--- src/hw/rtl/egsp_pkg.sv ---
package egsp_pkg;

    localparam int PT_W  = 48;
    localparam int RAD_W = 37;
    localparam int IDX_W = 2;

    typedef logic [127:0] wide_t;

    typedef struct packed {
        logic signed [PT_W-1:0] point_x;
        logic signed [PT_W-1:0] point_y;
        logic signed [PT_W-1:0] point_z;
    } egsp_in_t;

    typedef struct packed {
        logic signed [PT_W-1:0] surface_x;
        logic signed [PT_W-1:0] surface_y;
        logic signed [PT_W-1:0] surface_z;
        logic [1:0]             status;
    } egsp_out_t;

    // result status codes
    localparam logic [1:0] STAT_CONV   = 2'd0;
    localparam logic [1:0] STAT_LIMIT  = 2'd1;
    localparam logic [1:0] STAT_ORIGIN = 2'd2;

    // register indexes
    localparam logic [IDX_W-1:0] REG_RADIUS_X = 2'd0;
    localparam logic [IDX_W-1:0] REG_RADIUS_Y = 2'd1;
    localparam logic [IDX_W-1:0] REG_RADIUS_Z = 2'd2;

    localparam logic [RAD_W-1:0] RAD_MIN = 37'd65536;
    localparam logic [RAD_W-1:0] RAD_MAX = 37'h10_0000_0000;

    localparam logic [63:0] ONE_Q30   = 64'd1 << 30;
    localparam logic [87:0] ONE_Q40   = 88'd1 << 40;
    localparam logic [87:0] EPS_Q40   = 88'd110;
    localparam logic [90:0] ALPHA_MAX = 91'd1 << 90;
    localparam logic [47:0] OUT_MAX   = 48'h7FFF_FFFF_FFFF;

    localparam wide_t LIM_126 = wide_t'(1) << 126;
    localparam wide_t LIM_125 = wide_t'(1) << 125;
    localparam wide_t LIM_90  = wide_t'(1) << 90;
    localparam wide_t LIM_62  = wide_t'(1) << 62;
    localparam wide_t SQ_TOP  = wide_t'(1) << 126;

    // fraction shifts of the divisions
    localparam logic [6:0] K_U2  = 7'd60;
    localparam logic [6:0] K_M2  = 7'd32;
    localparam logic [6:0] K_AM  = 7'd16;
    localparam logic [6:0] K_W   = 7'd40;
    localparam logic [6:0] K_G   = 7'd48;
    localparam logic [6:0] K_STP = 7'd87;

    typedef enum logic [3:0] {
        OP_NONE, OP_LOAD, OP_ZERO, OP_MUL, OP_DIV, OP_SQRT, OP_DIFF, OP_PASS,
        OP_DENOM, OP_RESID, OP_UPDATE, OP_OUTAX, OP_PUSH
    } egsp_op_t;

    typedef enum logic [3:0] {
        J_R2, J_PR, J_P2, J_U2, J_M2, J_ROOT, J_LEN, J_MM, J_DL, J_AM,
        J_W, J_W2, J_G, J_STP, J_OM
    } egsp_job_t;

    typedef enum logic [4:0] {
        ST_IDLE, ST_CHECK, ST_R2, ST_PR, ST_P2, ST_U2, ST_M2, ST_ROOT, ST_LEN,
        ST_MM, ST_DIFF, ST_DL, ST_AM, ST_PASS, ST_DENOM, ST_W, ST_W2, ST_G,
        ST_RESID, ST_STEP, ST_UPDATE, ST_OMUL, ST_OWR, ST_PUSH
    } egsp_state_t;

    typedef struct packed {
        egsp_op_t   op;
        egsp_job_t  job;
        logic       start;
        logic [1:0] axis;
        logic [1:0] stat;
    } egsp_cmd_t;

    typedef struct packed {
        logic done;
        logic origin;
        logic conv;
        logic out_full;
    } egsp_sts_t;

endpackage

--- src/hw/rtl/egsp_ctrl.sv ---
module egsp_ctrl
    import egsp_pkg::*;
#(
    parameter int MAX_STEPS = 8
) (
    input  logic      aclk,
    input  logic      aresetn,
    input  logic      in_valid,
    output logic      in_ready,
    input  egsp_sts_t sts,
    output egsp_cmd_t cmd
);

    localparam int PASS_W = $clog2(MAX_STEPS + 1);

    egsp_state_t       state_reg, state_next;
    logic [1:0]        ax_reg, ax_next;
    logic [PASS_W-1:0] pass_reg, pass_next;
    logic              launched_reg, launched_next;
    logic [1:0]        stat_reg, stat_next;

    always_ff @(posedge aclk) begin
        if (!aresetn) begin
            state_reg    <= ST_IDLE;
            ax_reg       <= 2'd0;
            pass_reg     <= '0;
            launched_reg <= 1'b0;
            stat_reg     <= STAT_CONV;
        end else begin
            state_reg    <= state_next;
            ax_reg       <= ax_next;
            pass_reg     <= pass_next;
            launched_reg <= launched_next;
            stat_reg     <= stat_next;
        end
    end

    always_comb begin
        state_next    = state_reg;
        ax_next       = ax_reg;
        pass_next     = pass_reg;
        launched_next = launched_reg;
        stat_next     = stat_reg;
        in_ready      = 1'b0;
        cmd.op        = OP_NONE;
        cmd.job       = J_R2;
        cmd.start     = 1'b0;
        cmd.axis      = ax_reg;
        cmd.stat      = stat_reg;

        // unit states: launch once, hold until the unit reports done; ST_STEP skips the launch when converged
        case (state_reg)
            ST_R2, ST_PR, ST_P2, ST_DL, ST_W2, ST_OMUL: cmd.op = OP_MUL;
            ST_U2, ST_M2, ST_AM, ST_W, ST_G, ST_STEP:   cmd.op = OP_DIV;
            ST_ROOT, ST_LEN, ST_MM:                     cmd.op = OP_SQRT;
            default: ;
        endcase
        if (cmd.op == OP_MUL || cmd.op == OP_DIV || cmd.op == OP_SQRT) begin
            cmd.start     = ~launched_reg;
            launched_next = 1'b1;
            if (sts.done) launched_next = 1'b0;
        end

        case (state_reg)
            ST_IDLE: begin
                in_ready = 1'b1;
                if (in_valid) begin
                    cmd.op     = OP_LOAD;
                    state_next = ST_CHECK;
                end
            end
            ST_CHECK: begin
                ax_next   = 2'd0;
                pass_next = '0;
                if (sts.origin) begin
                    cmd.op     = OP_ZERO;
                    stat_next  = STAT_ORIGIN;
                    state_next = ST_PUSH;
                end else begin
                    state_next = ST_R2;
                end
            end
            ST_R2: begin
                cmd.job = J_R2;
                if (sts.done) state_next = ST_PR;
            end
            ST_PR: begin
                cmd.job = J_PR;
                if (sts.done) state_next = ST_P2;
            end
            ST_P2: begin
                cmd.job = J_P2;
                if (sts.done) state_next = ST_U2;
            end
            ST_U2: begin
                cmd.job = J_U2;
                if (sts.done) state_next = ST_M2;
            end
            ST_M2: begin
                cmd.job = J_M2;
                if (sts.done) begin
                    if (ax_reg == 2'd2) begin
                        ax_next    = 2'd0;
                        state_next = ST_ROOT;
                    end else begin
                        ax_next    = ax_reg + 2'd1;
                        state_next = ST_R2;
                    end
                end
            end
            ST_ROOT: begin
                cmd.job = J_ROOT;
                if (sts.done) state_next = ST_LEN;
            end
            ST_LEN: begin
                cmd.job = J_LEN;
                if (sts.done) state_next = ST_MM;
            end
            ST_MM: begin
                cmd.job = J_MM;
                if (sts.done) state_next = ST_DIFF;
            end
            ST_DIFF: begin
                cmd.op     = OP_DIFF;
                state_next = ST_DL;
            end
            ST_DL: begin
                cmd.job = J_DL;
                if (sts.done) state_next = ST_AM;
            end
            ST_AM: begin
                cmd.job = J_AM;
                if (sts.done) state_next = ST_PASS;
            end
            ST_PASS: begin
                cmd.op     = OP_PASS;
                ax_next    = 2'd0;
                state_next = ST_DENOM;
            end
            ST_DENOM: begin
                cmd.op     = OP_DENOM;
                state_next = ST_W;
            end
            ST_W: begin
                cmd.job = J_W;
                if (sts.done) state_next = ST_W2;
            end
            ST_W2: begin
                cmd.job = J_W2;
                if (sts.done) state_next = ST_G;
            end
            ST_G: begin
                cmd.job = J_G;
                if (sts.done) begin
                    if (ax_reg == 2'd2) begin
                        ax_next    = 2'd0;
                        state_next = ST_RESID;
                    end else begin
                        ax_next    = ax_reg + 2'd1;
                        state_next = ST_DENOM;
                    end
                end
            end
            ST_RESID: begin
                cmd.op     = OP_RESID;
                state_next = ST_STEP;
            end
            ST_STEP: begin
                cmd.job = J_STP;
                if (sts.conv) begin
                    cmd.start     = 1'b0;
                    launched_next = 1'b0;
                    stat_next     = STAT_CONV;
                    state_next    = ST_OMUL;
                end else if (sts.done) begin
                    state_next = ST_UPDATE;
                end
            end
            ST_UPDATE: begin
                cmd.op = OP_UPDATE;
                if (pass_reg == PASS_W'(MAX_STEPS - 1)) begin
                    stat_next  = STAT_LIMIT;
                    state_next = ST_OMUL;
                end else begin
                    pass_next  = pass_reg + 1'b1;
                    state_next = ST_PASS;
                end
            end
            ST_OMUL: begin
                cmd.job = J_OM;
                if (sts.done) state_next = ST_OWR;
            end
            ST_OWR: begin
                cmd.op = OP_OUTAX;
                if (ax_reg == 2'd2) begin
                    state_next = ST_PUSH;
                end else begin
                    ax_next    = ax_reg + 2'd1;
                    state_next = ST_OMUL;
                end
            end
            ST_PUSH: begin
                if (!sts.out_full) begin
                    cmd.op     = OP_PUSH;
                    state_next = ST_IDLE;
                end
            end
            default: state_next = ST_IDLE;
        endcase
    end

endmodule

--- config.mk ---
export PLATFORM = sky130hd
export DESIGN_NAME = egsp_ctrl
export DESIGN_NICKNAME = d
export VERILOG_FILES = /design/src/hw/rtl/egsp_pkg.sv /design/src/hw/rtl/egsp_ctrl.sv
export SDC_FILE = /design/constraint.sdc
export NUM_CORES = 1
export LEC_CHECK = 0
export BUFFER_PORTS_ARGS = -buffer_cell sky130_fd_sc_hd__buf_2
export CAP_MARGIN = 20
export CORE_ASPECT_RATIO = 0.6
export CORE_UTILIZATION = 30
export DETAILED_ROUTE_END_ITERATION = 7
export PLACE_DENSITY = 0.51
export SLEW_MARGIN = 25
export SYNTH_ARGS = -nofsm -noshare
export SYNTH_HDL_FRONTEND = slang
export SYNTH_SLANG_ARGS = --single-unit
--- constraint.sdc ---
create_clock -name aclk -period 4.7 [get_ports aclk]
set_input_delay 0.47 -clock aclk [delete_from_list [all_inputs] [get_ports aclk]]
set_output_delay 0.47 -clock aclk [all_outputs]
set_load 0.05 [all_outputs]
# Word level (Yosys, flattened, before mapping)
# Index checks and enable logic that the tools add are counted.
# classes
add_sub_neg,2
n_eq_ne,51
n_mux,48
bitwise,1
n_reduce_logical,15
# op_table
operator,n
one-hot mux 5 bit (24 select lines),1
2-to-1 mux 5 bit,21
one-hot mux 4 bit (14 select lines),1
"!= test 2 bit, second input constant",21
"== test 5 x 4 -> 1 bit, second input constant",8
"== test 5 bit, second input constant",8
one-hot mux 4 bit (9 select lines),1
"== test 5 x 3 -> 1 bit, second input constant",4
AND reduction 17 bit,1
2-to-1 mux 4 bit,4
2-to-1 mux 2 bit,7
"== test 4 x 3 -> 1 bit, second input constant",3
one-hot mux 2 bit (3 select lines),2
OR reduction 6 bit,2
"== test 5 x 2 -> 1 bit, second input constant",2
one-hot mux 3 bit (3 select lines),1
2-to-1 mux 1 bit,8
one-hot mux 4 bit (2 select lines),1
nonzero test 3 bit,2
"== test 5 x 1 -> 1 bit, second input constant",1
zero test 5 bit,1
"adder 4 x 1 -> 4 bit, second input constant",1
"== test 4 x 2 -> 1 bit, second input constant",1
AND reduction 4 bit,1
12 further kinds,14
# word_totals
register_bits,14
out_inout_bits,14

# Depth between registers and ports, before layout
# logic_depth
word_depth,9
ltp_mapped,7

# Least setup slack after synthesis
# No wires, ideal clock.
# synth_timing
path_kind,register -> output
from,reg state_reg[0]
to,out cmd[5] (netlist bit)
t_arrival_ps,2449
required_ps,4230
path_slack_ps,1781
path_stages_with_launch,8
cell_sequence,dfxtp_1 clkbuf_1 clkbuf_1 buf_2 xnor2_1 nor2_1 a31oi_1 o21ai_0
# synth_rtl
item,line,rtl
start: declaration,egsp_ctrl.sv:16,"egsp_state_t state_reg, state_next;"
start signal: assignment,egsp_ctrl.sv:30,state_reg <= state_next;
end: declaration,egsp_ctrl.sv:11,output egsp_cmd_t cmd

==> results.rst <==
.. list-table::
   :header-rows: 1

   * - Metric
     - Value
   * - Result of the run
     - finished clean
   * - Core area
     - 0.00430 mm²
   * - FMAX
     - 0.355 GHz
   * - Final weighted congestion of routability-driven global placement
     - 0.855
   * - Hold-fix buffers at CTS
     - 0
   * - CTS tree
     - done
   * - Post-synth net total
     - 206
   * - Max-capacitance violation count
     - 0
   * - Die W
     - 90.5 µm
   * - Via count
     - 1,549
   * - Vias in the first global route
     - 1,321
   * - Net count of the finished layout
     - 217
   * - Register bit total from synthesis
     - 14
   * - Worst Setup End Kind
     - output port
   * - Resized Gates After CTS
     - 0
   * - Total Neg Setup Slack
     - 0 ns
   * - Unique masters post-synth
     - between 50 and 60
   * - Largest stage delay on the critical path
     - roughly 0.94 ns
   * - Synthesized area divided by synthesized cell count
     - 7.23 µm²
   * - Category of the most critical setup path
     - flip-flop to output port
   * - CTS clock-pin slew for the worst setup and hold paths
     - 0.06 ns
   * - DRC violations left
     - 0
   * - Number of I/O pins
     - 21
   * - Root buffer cell
     - sky130_fd_sc_hd__clkbuf_8
   * - Critical Path Source Type
     - flip-flop
   * - Final Hold Violating Endpoints
     - 0
   * - Highest fanout seen on the critical path
     - 31
   * - Beginning of the critical path
     - state_reg[1]
   * - Total instance count after detailed placement
     - 261
   * - Data arrival time of the worst path
     - 2.35 ns
   * - CTS H-tree lvls
     - 1
   * - Maximum number of buffers from clock root to sink
     - 2
   * - Leakage power summed over all cells
     - 0.580 nW
   * - Period minus WS final
     - about 2.8 ns
   * - Fillcell total
     - 479
   * - RSZ-0062 raised after global routing
     - false
   * - Ratio of final minimum period to clock period
     - 0.600
   * - Die area
     - 0.00499 mm²
   * - Post-synthesis cell area
     - 0.00141 mm²
   * - Clock Sink Count
     - 14
   * - Via/cell ratio
     - 5.85
   * - Vertical die dimension
     - approximately 55 µm
   * - Number of warnings reported in the yosys synthesis log
     - 0
   * - Number of port buffers
     - 20
   * - Fraction of the yosys area taken by sequential cells
     - 0.199
   * - Maximum number of pins on one net before global-route repair
     - 35
   * - Fraction of final layout cells sized beyond drive strength 1
     - 0.180
   * - Initial standard-cell utilization of the core
     - 0.328
   * - Buffers inserted by post-CTS timing repair
     - 0
   * - Required arrival time at the worst endpoint
     - between 4 and 5 ns
   * - Final std cells w/o fill
     - around 270
   * - Total CTS buffers
     - 3
   * - Clock skew
     - 0.00103 ns
   * - Wire per inst
     - between 15 and 20 µm
   * - Cell area power density
     - around 760 mW/mm²
   * - Insertion delay of the later-clocked pin in the worst-skew pair
     - 0.24 ns
   * - Worst slew slack as a fraction of its limit
     - 0.366
   * - Global-route congestion overflow total
     - 0
   * - Chain of cells forming the critical path
     - nor3b_1 > a21oi_1 > a21oi_1 > a221o_1 > a21oi_1 > buf_2
   * - Row count
     - 18
   * - Number of antenna violations at the first check in global routing
     - 0
   * - Hold WC Path Type
     - flip-flop to flip-flop
   * - Overall power consumption
     - 0.00121 W
   * - Number of flip-flops under the largest register name
     - 5
   * - Number of nets with antenna violations after detailed routing
     - 0
   * - Fraction of registers with async set/reset
     - 0
   * - Pre-Repair DR Iteration Count
     - 4
   * - Slew Limit Fails
     - 0
   * - Cell with the most instances on the worst path
     - sky130_fd_sc_hd__a21oi_1
   * - First-pass GRT wire length
     - 6.82 mm
   * - Cell count after synthesis
     - 195
   * - Sum of net half-perimeters after detailed placement
     - 2.95 mm
   * - Maximum resistive drop on vdd
     - 223 µV
   * - Ys flop type
     - sky130_fd_sc_hd__dfxtp_1
   * - Critical Path Slowest Stage Cell
     - sky130_fd_sc_hd__dfxtp_1
   * - Launching point of the worst reg2reg path
     - state_reg[1]
   * - Area growth from synthesis to layout
     - 12.8%
   * - Iteration-0 DRC count of the detailed router
     - 195
   * - Global Route Usage Sum
     - 0.174
   * - Worst Tran Pin Value
     - 0.949 ns
   * - Worst Min Path Start
     - stat_reg[0]
   * - Diodes inserted
     - 0
   * - Total setup violations reported at the end of the flow
     - 0
   * - Wire length after detailed routing
     - 4.14 mm
   * - Post-synth EDFFs
     - 0
-- cell usage in the layout, fill, tap and decap left out, types with 3 or more instances in the layout --
cell type                  count
sky130_fd_sc_hd__a211oi_1      3
sky130_fd_sc_hd__a21oi_1      16
sky130_fd_sc_hd__a22o_1        3
sky130_fd_sc_hd__a22oi_1       5
sky130_fd_sc_hd__a31oi_1       3
sky130_fd_sc_hd__buf_2        20
sky130_fd_sc_hd__buf_4         3
sky130_fd_sc_hd__clkbuf_8      4
sky130_fd_sc_hd__dfxtp_1      14
sky130_fd_sc_hd__ha_1          4
sky130_fd_sc_hd__inv_1         8
sky130_fd_sc_hd__nand2_1      14
sky130_fd_sc_hd__nand2b_1      4
sky130_fd_sc_hd__nand3_1       8
sky130_fd_sc_hd__nor2_1        9
sky130_fd_sc_hd__nor2b_1       3
sky130_fd_sc_hd__nor3_1        6
sky130_fd_sc_hd__nor3b_1       4
sky130_fd_sc_hd__o211ai_1      3
sky130_fd_sc_hd__o21ai_0      21
sky130_fd_sc_hd__o22ai_1       7
-- per-stage QoR --
step	utilization	hold slack (ns)	instance area [µm²]	setup WS, ns
CTS	0.370	0.462	1590	1.92
global placement	0.357	0.453	1540	2.19
global route	0.370	0.496	1590	1.72
finish	0.370	0.460	1590	1.88
floorplan	-	0.462	1410	1.78
detailed placement	0.357	0.454	1540	2.18
-- cells in the mapped netlist (2+ instances only) --
cell | instances | area share
sky130_fd_sc_hd__dfxtp_1 | 14 | 0.20
sky130_fd_sc_hd__a211oi_1 | 3 | 0.016
sky130_fd_sc_hd__o211ai_1 | 3 | 0.016
sky130_fd_sc_hd__nor4_1 | 2 | 0.0089
sky130_fd_sc_hd__a22o_1 | 3 | 0.019
sky130_fd_sc_hd__a32o_1 | 2 | 0.014
sky130_fd_sc_hd__nand3_1 | 8 | 0.028
sky130_fd_sc_hd__nor2b_1 | 3 | 0.013
sky130_fd_sc_hd__nor3_1 | 6 | 0.021
sky130_fd_sc_hd__mux2i_1 | 2 | 0.014
sky130_fd_sc_hd__nand2b_1 | 4 | 0.018
sky130_fd_sc_hd__buf_1 | 2 | 0.0053
sky130_fd_sc_hd__a21oi_1 | 16 | 0.057
sky130_fd_sc_hd__o31ai_2 | 2 | 0.018
sky130_fd_sc_hd__nand3b_1 | 2 | 0.011
sky130_fd_sc_hd__clkbuf_1 | 13 | 0.035
sky130_fd_sc_hd__nand2_1 | 14 | 0.037
sky130_fd_sc_hd__o2bb2ai_1 | 2 | 0.012
sky130_fd_sc_hd__o21ai_0 | 21 | 0.075
sky130_fd_sc_hd__clkinv_1 | 2 | 0.0053
sky130_fd_sc_hd__a31oi_1 | 3 | 0.013
sky130_fd_sc_hd__o22ai_1 | 7 | 0.031
sky130_fd_sc_hd__a211oi_2 | 2 | 0.018
sky130_fd_sc_hd__nand4b_1 | 2 | 0.012
sky130_fd_sc_hd__inv_1 | 8 | 0.021
sky130_fd_sc_hd__a22oi_1 | 5 | 0.027
sky130_fd_sc_hd__nor3b_1 | 4 | 0.021
sky130_fd_sc_hd__ha_1 | 4 | 0.035
sky130_fd_sc_hd__nor2_1 | 9 | 0.024
-- critical path, delay by kind of cell (launching register included) --
| family | cells | cell delay, ns |
|---|---|---|
| compound gates | 4 | 0.67 |
| flops | 1 | 0.94 |
| buf+inv | 1 | 0.27 |
| simple gates | 1 | 0.22 |
-- kinds of logic (layout without fill, tap and decap cells) --
logic type	Yosys count	count (layout)	share of synthesized area
AOI/OAI and AO/OA	78	78	0.375
and+or+nand+nor	68	68	0.286
buffers and inverters	27	37	0.0781
DFF	14	14	0.199
adders and majority gates	4	4	0.0355
xor gates and xnor gates	2	2	0.0124
muxes	2	2	0.0142
-- final timing paths --
kind	endpoint	slack, ns	cells past startpoint
hold reg to reg	stat_reg[0]	0.46	2
setup / recovery	cmd[9]	1.88	6
setup reg to reg	state_reg[0]	2.27	5
hold / removal	stat_reg[0]	0.46	2
-- power breakdown --
| group | leakage, nW | internal (W) | switching, W | total, W |
|---|---|---|---|---|
| clock network | 0.0288 | 0.0000742 | 0.0000421 | 0.000116 |
| registers | 0.114 | 0.000146 | 0.0000558 | 0.000202 |
| logic | 0.437 | 0.000291 | 0.000602 | 0.000893 |
-- layer usage --
layer / up-vias / global-route usage / share of wire / wire, µm
met2: 62 / 0.251 / 0.40 / 1640
met5: - / 0 / 0 / 0
met4: 0 / 0.0161 / 0 / 0
li1: 760 / - / - / -
met3: 0 / 0.0478 / 0.084 / 348
met1: 727 / 0.260 / 0.52 / 2150
-- final cells by class --
type / instances / area [µm²] / area share
multi-input cells: 154 / 1020 / 0.641
clock buffers: 4 / 55.1 / 0.0346
flip-flops and latches: 14 / 280 / 0.176
well taps: 60 / 75.1 / 0.0472
repair buffers: 23 / 123 / 0.0771
inverters: 10 / 37.5 / 0.0236
(Power assumes the default switching activity.)
